[config.mk]
export PLATFORM = sky130hd
export DESIGN_NAME = reflow_profile_sequencer
export DESIGN_NICKNAME = d
export VERILOG_FILES = /design/src/rps_pkg.sv /design/src/rps_regs.sv /design/src/rps_div.sv /design/src/rps_dp.sv /design/src/rps_ctrl.sv /design/src/reflow_profile_sequencer.sv
export VERILOG_INCLUDE_DIRS = /design/src /design/src/src
export SDC_FILE = /design/constraint.sdc
export NUM_CORES = 2
export LEC_CHECK = 0
export BUFFER_PORTS_ARGS = -buffer_cell sky130_fd_sc_hd__buf_2
export CAP_MARGIN = 20
export CELL_PAD_IN_SITES_DETAIL_PLACEMENT = 0
export CELL_PAD_IN_SITES_GLOBAL_PLACEMENT = 2
export CORE_ASPECT_RATIO = 0.7
export CORE_UTILIZATION = 44
export DETAILED_ROUTE_END_ITERATION = 10
export GPL_TIMING_DRIVEN = 1
export PLACE_DENSITY_LB_ADDON = 0.1
export SETUP_SLACK_MARGIN = 0.2
export SLEW_MARGIN = 20
export SYNTH_ARGS = -nofsm -noshare
export SYNTH_HDL_FRONTEND = slang
export SYNTH_SLANG_ARGS = --single-unit
[constraint.sdc]
create_clock -name clk_i -period 21.6 [get_ports clk_i]
set_input_delay 4.32 -clock clk_i [delete_from_list [all_inputs] [get_ports clk_i]]
set_output_delay 4.32 -clock clk_i [all_outputs]
set_load 0.03 [all_outputs]
[src/reflow_profile_sequencer_macros.svh]
// Assertion helpers used by the sequencer control module.
// Every macro samples on clk_i and is disabled while rst_ni is low.
`ifndef REFLOW_PROFILE_SEQUENCER_MACROS_SVH
`define REFLOW_PROFILE_SEQUENCER_MACROS_SVH

// The consequent must hold in the same cycle as the antecedent.
`define RPS_ASSERT_SAME(lbl, ante, cons, msg) \
  lbl: assert property (@(posedge clk_i) disable iff (!rst_ni) (ante) |-> (cons)) \
    else $error(msg);

// The consequent must hold in the cycle after the antecedent.
`define RPS_ASSERT_NEXT(lbl, ante, cons, msg) \
  lbl: assert property (@(posedge clk_i) disable iff (!rst_ni) (ante) |=> (cons)) \
    else $error(msg);

`endif

[src/rps_pkg.sv]
package rps_pkg;

  localparam int unsigned MS_PER_SECOND_DEF = 1000;
  localparam int unsigned STAMP_BITS_DEF    = 32;
  localparam int unsigned STAMP_W_MAX       = 64;

  localparam int unsigned NOW_W   = 32;
  localparam int unsigned TEMP_W  = 10;
  localparam int unsigned LVL_W   = 9;
  localparam int unsigned SEC_W   = 16;
  localparam int unsigned DELTA_W = TEMP_W + 1;
  localparam int unsigned MAG_W   = TEMP_W;
  localparam int unsigned PROD_W  = SEC_W + MAG_W;

  localparam int unsigned S_DATA_W = 48;
  localparam int unsigned M_DATA_W = 24;
  localparam int unsigned CFG_AW   = 5;
  localparam int unsigned CFG_DW   = 32;

  localparam logic [LVL_W-1:0]  PREHEAT_TARGET_RST = 9'd150;
  localparam logic [LVL_W-1:0]  SOAK_LEVEL_RST     = 9'd180;
  localparam logic [LVL_W-1:0]  PEAK_LEVEL_RST     = 9'd240;
  localparam logic [LVL_W-1:0]  COOL_LEVEL_RST     = 9'd25;
  localparam logic [SEC_W-1:0]  PREHEAT_END_RST    = 16'd90;
  localparam logic [SEC_W-1:0]  SOAK_END_RST       = 16'd150;
  localparam logic [SEC_W-1:0]  REFLOW_END_RST     = 16'd180;
  localparam logic [LVL_W-1:0]  WARM_THRESHOLD_RST = 9'd30;
  localparam logic [TEMP_W-1:0] TARGET_RST         = 10'd150;

  typedef enum logic [2:0] {
    REG_PREHEAT_TARGET = 3'd0,
    REG_SOAK_LEVEL     = 3'd1,
    REG_PEAK_LEVEL     = 3'd2,
    REG_COOL_LEVEL     = 3'd3,
    REG_PREHEAT_END    = 3'd4,
    REG_SOAK_END       = 3'd5,
    REG_REFLOW_END     = 3'd6,
    REG_WARM_THRESHOLD = 3'd7
  } reg_idx_e;

  typedef enum logic [2:0] {
    PH_WAIT    = 3'd0,
    PH_PREHEAT = 3'd1,
    PH_SOAK    = 3'd2,
    PH_REFLOW  = 3'd3,
    PH_COOL    = 3'd4
  } phase_e;

  typedef enum logic [2:0] {
    ST_IDLE,
    ST_START,
    ST_DIV_ELAPSED,
    ST_SELECT,
    ST_MUL,
    ST_DIV_RAMP,
    ST_FINISH
  } state_e;

  typedef struct packed {
    logic [LVL_W-1:0] preheat_target;
    logic [LVL_W-1:0] soak_level;
    logic [LVL_W-1:0] peak_level;
    logic [LVL_W-1:0] cool_level;
    logic [SEC_W-1:0] preheat_end_s;
    logic [SEC_W-1:0] soak_end_s;
    logic [SEC_W-1:0] reflow_end_s;
    logic [LVL_W-1:0] warm_threshold;
  } cfg_t;

  typedef struct packed {
    logic load_in;
    logic latch_start;
    logic div_start;
    logic div_ramp;
    logic select;
    logic commit;
  } ctrl_cmd_t;

  typedef struct packed {
    logic sw_on;
    logic div_busy;
    logic is_ramp;
  } dp_status_t;

  typedef struct packed {
    logic             led_cool;
    logic             led_hot;
    logic             fan_on;
    logic             heater_enable;
    phase_e           phase;
    logic [TEMP_W-1:0] setpoint;
  } res_t;

endpackage

[src/rps_regs.sv]
module rps_regs
  import rps_pkg::*;
(
  input  logic              clk_i,
  input  logic              rst_ni,
  input  logic              psel,
  input  logic              penable,
  input  logic              pwrite,
  input  logic [CFG_AW-1:0] paddr,
  input  logic [CFG_DW-1:0] pwdata,
  output logic [CFG_DW-1:0] prdata,
  output logic              pready,
  output cfg_t              cfg_o
);

  cfg_t     cfg_q, cfg_d;
  reg_idx_e idx;
  logic     wr_en;

  assign idx    = reg_idx_e'(paddr[CFG_AW-1:2]);
  assign wr_en  = psel && penable && pwrite;
  assign pready = 1'b1;
  assign cfg_o  = cfg_q;

  always_comb begin
    cfg_d = cfg_q;
    if (wr_en) begin
      unique case (idx)
        REG_PREHEAT_TARGET: cfg_d.preheat_target = pwdata[LVL_W-1:0];
        REG_SOAK_LEVEL:     cfg_d.soak_level     = pwdata[LVL_W-1:0];
        REG_PEAK_LEVEL:     cfg_d.peak_level     = pwdata[LVL_W-1:0];
        REG_COOL_LEVEL:     cfg_d.cool_level     = pwdata[LVL_W-1:0];
        REG_PREHEAT_END:    cfg_d.preheat_end_s  = pwdata[SEC_W-1:0];
        REG_SOAK_END:       cfg_d.soak_end_s     = pwdata[SEC_W-1:0];
        REG_REFLOW_END:     cfg_d.reflow_end_s   = pwdata[SEC_W-1:0];
        REG_WARM_THRESHOLD: cfg_d.warm_threshold = pwdata[LVL_W-1:0];
        default:            cfg_d = cfg_q;
      endcase
    end
  end

  always_comb begin
    unique case (idx)
      REG_PREHEAT_TARGET: prdata = CFG_DW'(cfg_q.preheat_target);
      REG_SOAK_LEVEL:     prdata = CFG_DW'(cfg_q.soak_level);
      REG_PEAK_LEVEL:     prdata = CFG_DW'(cfg_q.peak_level);
      REG_COOL_LEVEL:     prdata = CFG_DW'(cfg_q.cool_level);
      REG_PREHEAT_END:    prdata = CFG_DW'(cfg_q.preheat_end_s);
      REG_SOAK_END:       prdata = CFG_DW'(cfg_q.soak_end_s);
      REG_REFLOW_END:     prdata = CFG_DW'(cfg_q.reflow_end_s);
      REG_WARM_THRESHOLD: prdata = CFG_DW'(cfg_q.warm_threshold);
      default:            prdata = '0;
    endcase
  end

  always_ff @(posedge clk_i or negedge rst_ni) begin
    if (!rst_ni) begin
      cfg_q.preheat_target <= PREHEAT_TARGET_RST;
      cfg_q.soak_level     <= SOAK_LEVEL_RST;
      cfg_q.peak_level     <= PEAK_LEVEL_RST;
      cfg_q.cool_level     <= COOL_LEVEL_RST;
      cfg_q.preheat_end_s  <= PREHEAT_END_RST;
      cfg_q.soak_end_s     <= SOAK_END_RST;
      cfg_q.reflow_end_s   <= REFLOW_END_RST;
      cfg_q.warm_threshold <= WARM_THRESHOLD_RST;
    end else begin
      cfg_q <= cfg_d;
    end
  end

endmodule

[src/rps_div.sv]
// Restoring divider, one quotient bit per cycle, MSB first. The quotient
// shifts into the dividend register as the dividend bits shift out.
module rps_div
  import rps_pkg::*;
#(
  parameter int unsigned DIV_W = PROD_W
) (
  input  logic             clk_i,
  input  logic             rst_ni,
  input  logic             start_i,
  input  logic [DIV_W-1:0] dividend_i,
  input  logic [SEC_W-1:0] divisor_i,
  output logic             busy_o,
  output logic [DIV_W-1:0] quotient_o
);

  localparam int unsigned CNT_W = $clog2(DIV_W);

  logic [DIV_W-1:0] quo_q, quo_d;
  logic [SEC_W-1:0] rem_q, rem_d;
  logic [SEC_W-1:0] dvs_q, dvs_d;
  logic [CNT_W-1:0] cnt_q, cnt_d;
  logic             busy_q, busy_d;
  logic [SEC_W:0]   shifted;
  logic [SEC_W+1:0] trial;
  logic             fits;

  assign shifted = {rem_q, quo_q[DIV_W-1]};
  assign trial   = {1'b0, shifted} - {2'b00, dvs_q};
  assign fits    = !trial[SEC_W+1];

  always_comb begin
    quo_d  = quo_q;
    rem_d  = rem_q;
    dvs_d  = dvs_q;
    cnt_d  = cnt_q;
    busy_d = busy_q;
    if (start_i) begin
      quo_d  = dividend_i;
      rem_d  = '0;
      dvs_d  = divisor_i;
      cnt_d  = CNT_W'(DIV_W - 1);
      busy_d = 1'b1;
    end else if (busy_q) begin
      quo_d = {quo_q[DIV_W-2:0], fits};
      rem_d = fits ? trial[SEC_W-1:0] : shifted[SEC_W-1:0];
      cnt_d = cnt_q - 1'b1;
      if (cnt_q == '0) begin
        busy_d = 1'b0;
      end
    end
  end

  always_ff @(posedge clk_i) begin
    quo_q <= quo_d;
    rem_q <= rem_d;
    dvs_q <= dvs_d;
  end

  always_ff @(posedge clk_i or negedge rst_ni) begin
    if (!rst_ni) begin
      cnt_q  <= '0;
      busy_q <= 1'b0;
    end else begin
      cnt_q  <= cnt_d;
      busy_q <= busy_d;
    end
  end

  assign busy_o     = busy_q;
  assign quotient_o = quo_q;

endmodule

[src/rps_dp.sv]
module rps_dp
  import rps_pkg::*;
#(
  parameter int unsigned MS_PER_SECOND = MS_PER_SECOND_DEF,
  parameter int unsigned STAMP_BITS    = STAMP_BITS_DEF
) (
  input  logic              clk_i,
  input  logic              rst_ni,
  input  cfg_t              cfg_i,
  input  ctrl_cmd_t         cmd_i,
  output dp_status_t        status_o,
  input  logic              sw_i,
  input  logic [TEMP_W-1:0] temp_i,
  input  logic [NOW_W-1:0]  now_i,
  output res_t              res_o
);

  // Elapsed seconds use a rounded-up reciprocal of MS_PER_SECOND, exact for every
  // STAMP_BITS-wide difference. It is multiplied in one 16-bit slice per cycle.
  localparam int unsigned SL_W   = 16;
  localparam int unsigned SEC_SH = STAMP_BITS + $clog2(MS_PER_SECOND);
  localparam int unsigned SEC_PW = SEC_SH + 1;
  localparam int unsigned SEC_CH = (STAMP_BITS + SL_W) / SL_W;
  localparam int unsigned RCP_W  = SL_W * SEC_CH;
  localparam int unsigned ACC_W  = STAMP_BITS + RCP_W;
  localparam int unsigned SQ_W   = ACC_W - SEC_SH;
  localparam int unsigned SCNT_W = $clog2(SEC_CH);
  localparam logic [SEC_PW-1:0] SEC_POW = {1'b1, {SEC_SH{1'b0}}};
  localparam logic [SEC_PW-1:0] SEC_DIV = SEC_PW'(MS_PER_SECOND);
  localparam logic [RCP_W-1:0]  SEC_RCP = RCP_W'((SEC_POW + SEC_DIV - 1'b1) / SEC_DIV);

  // Item registers
  logic                  sw_q;
  logic [TEMP_W-1:0]     temp_q;
  logic [NOW_W-1:0]      now_q;

  // Profile state
  logic [STAMP_BITS-1:0] start_q;
  logic                  was_on_q;
  logic [TEMP_W-1:0]     target_q, target_d;
  logic                  fan_q, fan_d;

  // Ramp operands captured after the phase decision
  phase_e                phase_sel_q, phase_sel_d;
  logic                  ramp_q, ramp_d;
  logic [SEC_W-1:0]      num_q, num_d;
  logic [SEC_W-1:0]      span_q, span_d;
  logic [MAG_W-1:0]      mag_q, mag_d;
  logic                  neg_q, neg_d;
  logic [TEMP_W-1:0]     from_q, from_d;

  res_t                  res_q, res_d;

  // Elapsed seconds unit
  logic [STAMP_BITS-1:0]      sec_x_q;
  logic [ACC_W-1:0]           sec_acc_q, sec_acc_d;
  logic [SCNT_W-1:0]          sec_cnt_q, sec_cnt_d;
  logic                       sec_busy_q, sec_busy_d;
  logic [SL_W-1:0]            sec_slice;
  logic [STAMP_BITS+SL_W-1:0] sec_part;
  logic [SQ_W-1:0]            sec_quo;
  logic [SEC_W-1:0]           elapsed;

  logic [STAMP_W_MAX-1:0] now_w;
  logic [STAMP_BITS-1:0]  now_s;
  logic [STAMP_BITS-1:0]  diff;
  logic                   first_tick;
  logic                   sec_start;
  logic                   ramp_start;
  logic                   div_busy;
  logic [PROD_W-1:0]      quotient;
  logic [PROD_W-1:0]      product;
  logic [DELTA_W-1:0]     delta;
  logic                   warm;
  logic [TEMP_W+1:0]      adj;
  logic [TEMP_W+1:0]      ramp_sum;

  assign now_w      = STAMP_W_MAX'(now_q);
  assign now_s      = now_w[STAMP_BITS-1:0];
  assign first_tick = sw_q && !was_on_q;
  // On the tick where the switch turns on, the start stamp equals now.
  assign diff       = first_tick ? '0 : (now_s - start_q);
  assign product    = PROD_W'(num_q) * PROD_W'(mag_q);
  assign sec_start  = cmd_i.div_start && !cmd_i.div_ramp;
  assign ramp_start = cmd_i.div_start && cmd_i.div_ramp;

  assign sec_slice = SEC_RCP[SL_W*sec_cnt_q +: SL_W];
  assign sec_part  = {{SL_W{1'b0}}, sec_x_q} * {{STAMP_BITS{1'b0}}, sec_slice};

  // Slices are taken from the top, so each step shifts the partial sum up one slice.
  always_comb begin
    sec_acc_d  = sec_acc_q;
    sec_cnt_d  = sec_cnt_q;
    sec_busy_d = sec_busy_q;
    if (sec_start) begin
      sec_acc_d  = '0;
      sec_cnt_d  = SCNT_W'(SEC_CH - 1);
      sec_busy_d = 1'b1;
    end else if (sec_busy_q) begin
      sec_acc_d = {sec_acc_q[ACC_W-SL_W-1:0], {SL_W{1'b0}}} + ACC_W'(sec_part);
      sec_cnt_d = sec_cnt_q - 1'b1;
      if (sec_cnt_q == '0) begin
        sec_busy_d = 1'b0;
      end
    end
  end

  // Counts past the widest boundary all select the same phase, so they saturate.
  assign sec_quo = sec_acc_q[ACC_W-1:SEC_SH];
  assign elapsed = (sec_quo > SQ_W'({SEC_W{1'b1}})) ? '1 : sec_quo[SEC_W-1:0];

  rps_div #(
    .DIV_W (PROD_W)
  ) u_div (
    .clk_i      (clk_i),
    .rst_ni     (rst_ni),
    .start_i    (ramp_start),
    .dividend_i (product),
    .divisor_i  (span_q),
    .busy_o     (div_busy),
    .quotient_o (quotient)
  );

  assign warm = $signed({temp_q[TEMP_W-1], temp_q}) >= $signed({2'b00, cfg_i.warm_threshold});

  // Phase decision from the elapsed seconds.
  always_comb begin
    phase_sel_d = phase_sel_q;
    ramp_d      = ramp_q;
    num_d       = num_q;
    span_d      = span_q;
    delta       = '0;
    from_d      = from_q;
    priority if (elapsed < cfg_i.preheat_end_s) begin
      phase_sel_d = PH_PREHEAT;
      ramp_d      = 1'b1;
      num_d       = elapsed;
      span_d      = cfg_i.preheat_end_s;
      delta       = {2'b00, cfg_i.preheat_target} - {temp_q[TEMP_W-1], temp_q};
      from_d      = temp_q;
    end else if (elapsed < cfg_i.soak_end_s) begin
      phase_sel_d = PH_SOAK;
      ramp_d      = 1'b0;
      from_d      = {1'b0, cfg_i.soak_level};
    end else if (elapsed < cfg_i.reflow_end_s) begin
      phase_sel_d = PH_REFLOW;
      ramp_d      = 1'b1;
      num_d       = elapsed - cfg_i.soak_end_s;
      span_d      = cfg_i.reflow_end_s - cfg_i.soak_end_s;
      delta       = {2'b00, cfg_i.peak_level} - {2'b00, cfg_i.soak_level};
      from_d      = {1'b0, cfg_i.soak_level};
    end else begin
      phase_sel_d = PH_COOL;
      ramp_d      = 1'b0;
      from_d      = {1'b0, cfg_i.cool_level};
    end
  end

  // The slope never reaches the most negative code, so its magnitude fits.
  assign neg_d = delta[DELTA_W-1];
  always_comb begin
    logic [DELTA_W-1:0] abs_delta;
    abs_delta = neg_d ? (~delta + 1'b1) : delta;
    mag_d     = abs_delta[MAG_W-1:0];
  end

  // Truncation toward zero: the magnitude was divided, the sign goes back on.
  assign adj      = neg_q ? (~{2'b00, quotient[MAG_W-1:0]} + 1'b1)
                          : {2'b00, quotient[MAG_W-1:0]};
  assign ramp_sum = {{2{from_q[TEMP_W-1]}}, from_q} + adj;

  always_comb begin
    target_d = target_q;
    fan_d    = fan_q;
    res_d    = res_q;
    if (sw_q) begin
      target_d = ramp_q ? ramp_sum[TEMP_W-1:0] : from_q;
      fan_d    = fan_q || (phase_sel_q == PH_COOL);
      res_d.setpoint      = target_d;
      res_d.phase         = phase_sel_q;
      res_d.heater_enable = 1'b1;
      res_d.fan_on        = fan_d;
      res_d.led_hot       = warm;
      res_d.led_cool      = (phase_sel_q == PH_COOL);
    end else begin
      fan_d = warm;
      res_d.setpoint      = target_q;
      res_d.phase         = warm ? PH_COOL : PH_WAIT;
      res_d.heater_enable = 1'b0;
      res_d.fan_on        = warm;
      res_d.led_hot       = 1'b0;
      res_d.led_cool      = 1'b0;
    end
  end

  always_ff @(posedge clk_i) begin
    if (cmd_i.load_in) begin
      sw_q   <= sw_i;
      temp_q <= temp_i;
      now_q  <= now_i;
    end
    if (sec_start) begin
      sec_x_q <= diff;
    end
    sec_acc_q <= sec_acc_d;
    if (cmd_i.select) begin
      phase_sel_q <= phase_sel_d;
      ramp_q      <= ramp_d;
      num_q       <= num_d;
      span_q      <= span_d;
      mag_q       <= mag_d;
      neg_q       <= neg_d;
      from_q      <= from_d;
    end
    if (cmd_i.commit) begin
      res_q <= res_d;
    end
  end

  always_ff @(posedge clk_i or negedge rst_ni) begin
    if (!rst_ni) begin
      start_q    <= '0;
      was_on_q   <= 1'b0;
      target_q   <= TARGET_RST;
      fan_q      <= 1'b0;
      sec_cnt_q  <= '0;
      sec_busy_q <= 1'b0;
    end else begin
      sec_cnt_q  <= sec_cnt_d;
      sec_busy_q <= sec_busy_d;
      if (cmd_i.latch_start) begin
        if (first_tick) begin
          start_q <= now_s;
        end
        was_on_q <= sw_q;
      end
      if (cmd_i.commit) begin
        target_q <= target_d;
        fan_q    <= fan_d;
      end
    end
  end

  assign status_o.sw_on    = sw_q;
  assign status_o.div_busy = div_busy || sec_busy_q;
  assign status_o.is_ramp  = ramp_d;
  assign res_o             = res_q;

endmodule

[src/rps_ctrl.sv]
`include "reflow_profile_sequencer_macros.svh"

module rps_ctrl
  import rps_pkg::*;
(
  input  logic       clk_i,
  input  logic       rst_ni,
  input  logic       s_tvalid_i,
  output logic       s_tready_o,
  output logic       m_tvalid_o,
  input  logic       m_tready_i,
  input  dp_status_t status_i,
  output ctrl_cmd_t  cmd_o
);

  state_e state_q, state_d;
  logic   m_valid_q, m_valid_d;
  logic   out_free;

  // The output slot is free when empty or when its transfer happens now.
  assign out_free = !m_valid_q || m_tready_i;

  always_comb begin
    state_d = state_q;
    unique case (state_q)
      ST_IDLE:        if (s_tvalid_i) state_d = ST_START;
      ST_START:       state_d = status_i.sw_on ? ST_DIV_ELAPSED : ST_FINISH;
      ST_DIV_ELAPSED: if (!status_i.div_busy) state_d = ST_SELECT;
      ST_SELECT:      state_d = status_i.is_ramp ? ST_MUL : ST_FINISH;
      ST_MUL:         state_d = ST_DIV_RAMP;
      ST_DIV_RAMP:    if (!status_i.div_busy) state_d = ST_FINISH;
      ST_FINISH:      if (out_free) state_d = ST_IDLE;
      default:        state_d = ST_IDLE;
    endcase
  end

  always_comb begin
    cmd_o      = '0;
    s_tready_o = 1'b0;
    unique case (state_q)
      ST_IDLE: begin
        s_tready_o    = 1'b1;
        cmd_o.load_in = s_tvalid_i;
      end
      ST_START: begin
        cmd_o.latch_start = 1'b1;
        cmd_o.div_start   = status_i.sw_on;
      end
      ST_SELECT: begin
        cmd_o.select = 1'b1;
      end
      ST_MUL: begin
        cmd_o.div_start = 1'b1;
        cmd_o.div_ramp  = 1'b1;
      end
      ST_FINISH: begin
        cmd_o.commit = out_free;
      end
      default: begin
        cmd_o = '0;
      end
    endcase
  end

  always_comb begin
    m_valid_d = m_valid_q;
    if (cmd_o.commit) begin
      m_valid_d = 1'b1;
    end else if (m_tready_i) begin
      m_valid_d = 1'b0;
    end
  end

  always_ff @(posedge clk_i or negedge rst_ni) begin
    if (!rst_ni) begin
      state_q   <= ST_IDLE;
      m_valid_q <= 1'b0;
    end else begin
      state_q   <= state_d;
      m_valid_q <= m_valid_d;
    end
  end

  assign m_tvalid_o = m_valid_q;

  `RPS_ASSERT_SAME(a_commit_slot_free, cmd_o.commit, !m_valid_q || m_tready_i, "result written over a pending one")
  `RPS_ASSERT_NEXT(a_accept_starts, s_tvalid_i && s_tready_o, state_q == ST_START, "accepted item did not start")
  `RPS_ASSERT_SAME(a_div_start_idle, cmd_o.div_start, !status_i.div_busy, "divider restarted while busy")
  `RPS_ASSERT_NEXT(a_commit_valid, cmd_o.commit, m_valid_q && state_q == ST_IDLE, "commit did not present a result")

endmodule

[src/reflow_profile_sequencer.sv]
// With the switch off, an item goes straight to its result; in soak or cool-down the elapsed
// seconds are computed first, and on a ramp the ramp quotient is divided out after that.
// SEC_CH = (STAMP_BITS + 16) / 16 slices of reciprocal multiply give the elapsed seconds;
// a one-bit-per-cycle divider over PROD_W = 26 bits gives the ramp quotient.
// A new item is taken only once the result is registered, which can wait on m_axis_tready,
// so items do not overlap. Reset loads the register defaults and clears the state.
module reflow_profile_sequencer
  import rps_pkg::*;
#(
  parameter int unsigned MS_PER_SECOND = MS_PER_SECOND_DEF,
  parameter int unsigned STAMP_BITS    = STAMP_BITS_DEF
) (
  input  logic                clk_i,
  input  logic                rst_ni,
  // tdata: switch_on [0], temperature [10:1], now_ms [42:11], zero [47:43]
  input  logic                s_axis_tvalid,
  output logic                s_axis_tready,
  input  logic [S_DATA_W-1:0] s_axis_tdata,
  // tdata: setpoint [9:0], phase [12:10], heater_enable [13], fan_on [14],
  //        led_hot [15], led_cool [16], zero [23:17]
  output logic                m_axis_tvalid,
  input  logic                m_axis_tready,
  output logic [M_DATA_W-1:0] m_axis_tdata,
  input  logic                psel,
  input  logic                penable,
  input  logic                pwrite,
  input  logic [CFG_AW-1:0]   paddr,
  input  logic [CFG_DW-1:0]   pwdata,
  output logic [CFG_DW-1:0]   prdata,
  output logic                pready
);

  cfg_t       cfg;
  ctrl_cmd_t  cmd;
  dp_status_t status;
  res_t       res;

  rps_regs u_regs (
    .clk_i   (clk_i),
    .rst_ni  (rst_ni),
    .psel    (psel),
    .penable (penable),
    .pwrite  (pwrite),
    .paddr   (paddr),
    .pwdata  (pwdata),
    .prdata  (prdata),
    .pready  (pready),
    .cfg_o   (cfg)
  );

  rps_ctrl u_ctrl (
    .clk_i      (clk_i),
    .rst_ni     (rst_ni),
    .s_tvalid_i (s_axis_tvalid),
    .s_tready_o (s_axis_tready),
    .m_tvalid_o (m_axis_tvalid),
    .m_tready_i (m_axis_tready),
    .status_i   (status),
    .cmd_o      (cmd)
  );

  rps_dp #(
    .MS_PER_SECOND (MS_PER_SECOND),
    .STAMP_BITS    (STAMP_BITS)
  ) u_dp (
    .clk_i    (clk_i),
    .rst_ni   (rst_ni),
    .cfg_i    (cfg),
    .cmd_i    (cmd),
    .status_o (status),
    .sw_i     (s_axis_tdata[0]),
    .temp_i   (s_axis_tdata[TEMP_W:1]),
    .now_i    (s_axis_tdata[TEMP_W+NOW_W:TEMP_W+1]),
    .res_o    (res)
  );

  assign m_axis_tdata = M_DATA_W'(res);

endmodule
Word level (Yosys, flattened, before mapping)
Index checks and enable logic that the tools add are counted.
{ "word_totals": {"reg_bits": 437, "input_bits": 92, "output_inout_bits": 59, "wordCells": 168} }
{ "op_classes": {"add_sub_neg": 12, "multipliers": 2, "n_lt_le_gt_ge": 5, "eq_ne": 19, "shift": 1, "mux": 54, "bitwise_logic": 2, "reduce_logical": 33} }
{ "ops": {"columns": ["operator", "n"], "rows": [
  ["32-bit one-hot mux with 8 select lines", 1],
  ["16-bit 2-to-1 mux", 8],
  ["80-bit by 48-bit adder with 80-bit output", 1],
  ["26-bit 2-to-1 mux", 2],
  ["10-bit 2-to-1 mux", 5],
  ["16-bit < comparator", 3],
  ["32-bit by 16-bit multiplier with 48-bit output", 1],
  ["48-bit by 7-bit indexed part select with 16-bit output, first input constant", 1],
  ["38-bit by 16-bit greater-than comparator with 1-bit output, second input constant", 1],
  ["11-bit 2-to-1 mux", 3],
  ["16-bit subtractor", 2],
  ["32-bit subtractor", 1],
  ["16-bit by 10-bit multiplier with 26-bit output", 1],
  ["3-bit equality test, second input constant", 8],
  ["3-bit 2-to-1 mux", 7],
  ["3-bit one-hot mux with 7 select lines", 1],
  ["10-bit by 1-bit adder with 10-bit output, second input constant", 2],
  ["10-bit NOT", 2],
  ["2-bit AND reduction", 10],
  ["1-bit 2-to-1 mux", 18],
  ["17-bit by 16-bit subtractor with 18-bit output", 1],
  ["15-bit 2-to-1 mux", 1],
  ["3-bit by 2-bit equality test with 1-bit output, second input constant", 4],
  ["10-bit by 10-bit subtractor with 11-bit output", 1],
  ["other kinds (22)", 43]
]} }

Logic depth before layout (Yosys ltp)
{ "logic_depth": {"ltp_word": 9, "mapped_depth": 33, "mapped_depth_nobuf": 27} }

By module
From an unflattened synthesis, not the netlist that was laid out.
{ "hier_totals": {"hier_cells": 4465, "area_unflattened_um2": 42754.8} }
{ "modules_own_cells": {"columns": ["mod", "instances", "cells_per_inst", "area_each_um2", "seq_area_each_um2"], "rows": [
  ["rps_dp", 1, 3774, 34463.1, 7257.0],
  ["rps_regs", 1, 334, 4458.0, 2366.0],
  ["rps_div", 1, 315, 3483.3, 1731.7],
  ["rps_ctrl", 1, 34, 294.0, 100.1],
  ["reflow_profile_sequencer", 1, 8, 56.3, 0.0]
]} }

Least setup slack after synthesis
OpenSTA, ideal clock, no wires.
{ "synth_timing": {"path_type": "input port to output port", "startpoint": "input port paddr[3]", "endpoint": "output port prdata[0]", "t_arrival_ps": 6012, "t_required_ps": 17280, "path_slack_ps": 11268, "stages": 6, "path_buffers": 2, "cell_sequence": "buf_1 buf_1 mux2i_1 a221oi_1 a21oi_1 nor2_1"} }
{ "synth_between": {"elab_chain_len": 2, "word_cells_on_any_way": 9, "classes_between": "eq/ne (7); mux (1); reduce/logical (1)"} }
{ "synth_rtl": {"columns": ["element", "line_no", "text"], "rows": [
  ["start: declaration", "reflow_profile_sequencer.sv:27", "input logic [CFG_AW-1:0] paddr,"],
  ["3-bit equality test, or another cell as far along", "rps_regs.sv:43", "unique case (idx)"],
  ["32-bit one-hot mux with 8 select lines *", "rps_regs.sv:43", null],
  ["end: declaration", "reflow_profile_sequencer.sv:29", "output logic [CFG_DW-1:0] prdata,"]
]} }
Mark *: on every way between the ends. The rest lies on a longest branch, timed or not. The select of a mux whose other input is x is not followed.

Worst setup path in the final report
{ "layout_timing": {"startpoint": "input port paddr[2]", "endpoint": "output port prdata[4]"} }
The elaborated chain is that of the path after synthesis.

==> flow_summary.yaml <==
global_routing:
  gr-total-overflow: 0
  grt_antenna_before_repair: 4
  grt_start_max_net_pins: 86
  number_of_global_route_vias_before_repair: 29880
  grt_pass1_wl_um: 188000
  all_layer_gr_usage_pct: 25.7
clock_network:
  post-cts-setup-buffer-count: 0
  clock_path_buffers: 3
  clk_latency_ns: 0.64
  tritoncts: "built"
  clock_sinks: 437
  cts_inserted_buffers: 49
  postCtsResizedCells: 0
  clock_root_cell: "sky130_fd_sc_hd__clkbuf_16"
  post_cts_hold_buffer_count: 0
  clk_pin_slew_worst_paths_ns: 0.06
  cts_htree_levels: 2
yosys:
  synth-seq-cells: 437
  synthFlopType: "sky130_fd_sc_hd__edfxtp_1"
  yosysWarnings: 0
  synth_seq_area_share_pct: 27.3
  synth.largest_area_cell: "sky130_fd_sc_hd__fa_1"
  synth_common_cells: "sky130_fd_sc_hd__inv_1 (711), sky130_fd_sc_hd__nand2_1 (477), sky130_fd_sc_hd__ha_1 (422)"
  synth_largest_type_area_fraction_pct: 18.3
  yosys.cell_count.top_type: "sky130_fd_sc_hd__inv_1"
  syn-mean-instance-area_um2: 9.21
  yosys.cell_types.count: 82
  number_of_flops_mapped_to_enable_cells_by_yosys: 191
  synth.top_cells.by_area: "sky130_fd_sc_hd__fa_1 (18%), sky130_fd_sc_hd__edfxtp_1 (14%), sky130_fd_sc_hd__ha_1 (13%), sky130_fd_sc_hd__dfrtp_1 (6.9%), sky130_fd_sc_hd__inv_1 (6.4%)"
  netlist_area_um2: 42000
  share_of_async_settable_or_async_resettable_flops_after_synthesis_pct: 34.3
  syn-instance-count: 4562
routing:
  postRouteWirelength_um: 123000
  vias_per_cell: 5.34
  route.detailed.drc: 0
  dr.pass1.iters: 5
  detail_route.wl_per_cell_um: 21.0
  via_count: 31251
  ant_nets: 0
  drt_first_iter_violations: 2667
outcome:
  run_status: "finished, final reports clean"
critical_path:
  setup.reg_to_reg.worst_slack_ns: 12.39
  timing.critical_path.to_type: "primary output"
  path_max_fanout: 31
  setup.worst_path.end: "prdata[4]"
  critPathSlowestCell: "sky130_fd_sc_hd__buf_2"
  max_stage_delay_on_crit_path_ns: 0.56
  ordered_cell_list_for_the_critical_path: "buf_2, inv_1, nor2_1, a2bb2oi_1, a21oi_1, o22a_1, buf_2"
  r2r-end: "u_dp.sec_acc_q[68]"
  crit_path_start: "paddr[2]"
  reg2regPathDepth: 27
  worst-setup-path-type: "input pin to primary output"
  worst_setup_path_start_kind: "input pin"
  worst_r2r_startpoint: "u_dp.sec_cnt_q[1]"
  most_frequent_cp_cell: "sky130_fd_sc_hd__buf_2"
  crit_required_ns: 17.28
  worst_ep_arrival_time_ns: 6.50
floorplanning:
  area_inside_the_core_boundary_um2: 94300
  dieHeight_um: 261
  floorplan.initialDensity_pct: 44.5
  floorplan.die.width_um: 371
  floorplan.rows: 94
  ios: 151
  dieArea_um2: 96700
worst_hold_path:
  min_path_type: "register to register"
  worstHoldPathCells: 0
  hold_start: "u_dp.span_q[7]"
timing:
  post-route-min-period_ns: 10.82
  slew_headroom_pct: 25.6
  setup_viol: 0
  finalMaxSlewViolations: 0
  worstMarginPinSlew_ns: 1.09
  fmaxAchievable_mhz: 92.5
  tns_ns: 0
  grt_setup_unrepaired: "no"
  finalClockSkew_ns: 0.0356
  layout_worst_path_cycle_share_pct: 50.1
  finalHoldViolations: 0
final_layout:
  drive_above_1_share_pct: 7.60
  final-instance-count-excl-fill: 5851
  layout.nets: 5461
  multi_input_area_um2: 27100
  fillerInstances: 9252
  sequential_cell_area_um2: 11500
  area_growth_syn_to_layout_pct: 7.76
  antenna-diode-count: 0
placement:
  i_o_buffers: 103
  gp_routability_congestion: 0.934
  post-place-cells: 5760
  post-dp-hpwl_um: 99300
run:
  maxCapViolations: 0
## final cells by class
cell class	count	share of cell area (%)
multi-input cells	3226	59.9
inverters	712	5.90
clock inverters	35	0.846
clock buffers	56	2.84
repair buffers	137	1.73
flip-flops and latches	437	25.3
well taps	1248	3.45
## metrics by stage
step           instance area [µm²]  hold slack [ns]  setup WS, ns  util [%]
6_report                     45300            0.413         10.78      48.0
5_1_grt                      45300            0.421         10.59      48.0
4_1_cts                      45300            0.415         10.73      48.0
3_5_place_dp                 43600            0.405         10.74      46.2
3_3_place_gp                 43600            0.405         10.76      46.2
2_1_floorplan                42100            0.400         11.27         -
## routing by layer
layer	GRT usage (%)	wire length (µm)
met1	45.6	69500
met2	28.2	39200
met3	8.47	12900
met4	2.99	1270
met5	0	13
## registers in the layout (all words and copies together), names as in the netlist, 2 cells and up
register and cells:
u_dp.sec_acc_q 80, u_dp.temp_q 10, u_dp.u_div.dvs_q 16, u_dp.now_q 32, u_dp.sec_x_q 32, u_dp.res_o 17, u_dp.start_q 32, u_regs.cfg_o 93
u_dp.mag_q 10, u_ctrl.state_q 3, u_dp.num_q 16, u_dp.u_div.quotient_o 26, u_dp.span_q 16, u_dp.u_div.rem_q 16, u_dp.from_q 10, u_dp.phase_sel_q 3
u_dp.u_div.cnt_q 5, u_dp.target_q 10, u_dp.sec_cnt_q 2
## worst max-delay path, delay by kind of cell
kind	cells	cell delay (ns)
AO/OA/AOI/OAI	3	0.54
AND/OR/NAND/NOR	1	0.55
buffers and inverters	3	1.08
## layout by cell type (no fill, tap or decap), drive strengths merged, types with 58 or more instances in the layout
master | netlist | final
dfrtp | 115 | 115
nor2b | 58 | 58
xnor2 | 133 | 133
and2 | 144 | 144
inv | 712 | 715
a21o | 73 | 73
dfxtp | 96 | 96
a21oi | 229 | 229
edfxtp | 191 | 191
buf | 44 | 137
xor2 | 74 | 74
nand2 | 477 | 477
fa | 384 | 384
ha | 422 | 422
nor2 | 235 | 235
nor3 | 60 | 60
o21ai | 314 | 314
## worst min-delay path by stage
stage	endpoint
after floorplan	u_dp.u_div.dvs_q[0]
after global placement	u_dp.u_div.dvs_q[12]
after detailed placement	u_dp.u_div.dvs_q[12]
after CTS	u_dp.u_div.dvs_q[7]
after global routing	u_dp.u_div.dvs_q[7]
final	u_dp.u_div.dvs_q[7]
## kinds of logic (layout without fill, tap and decap cells)
group	Yosys count	after routing	share of synthesized area, %
xor gates and xnor gates	207	207	4.32
and+or+nand+nor	1211	1211	13.7
buffers and inverters	921	940	8.47
other	2	24	0.0179
DFF	437	437	27.3
AOI/OAI and AO/OA	880	880	12.7
muxes	96	96	2.61
adders and majority gates	808	808	30.9
Power is not shown: default switching activity piles up to over one toggle a cycle in this logic, so the estimate is an artifact.
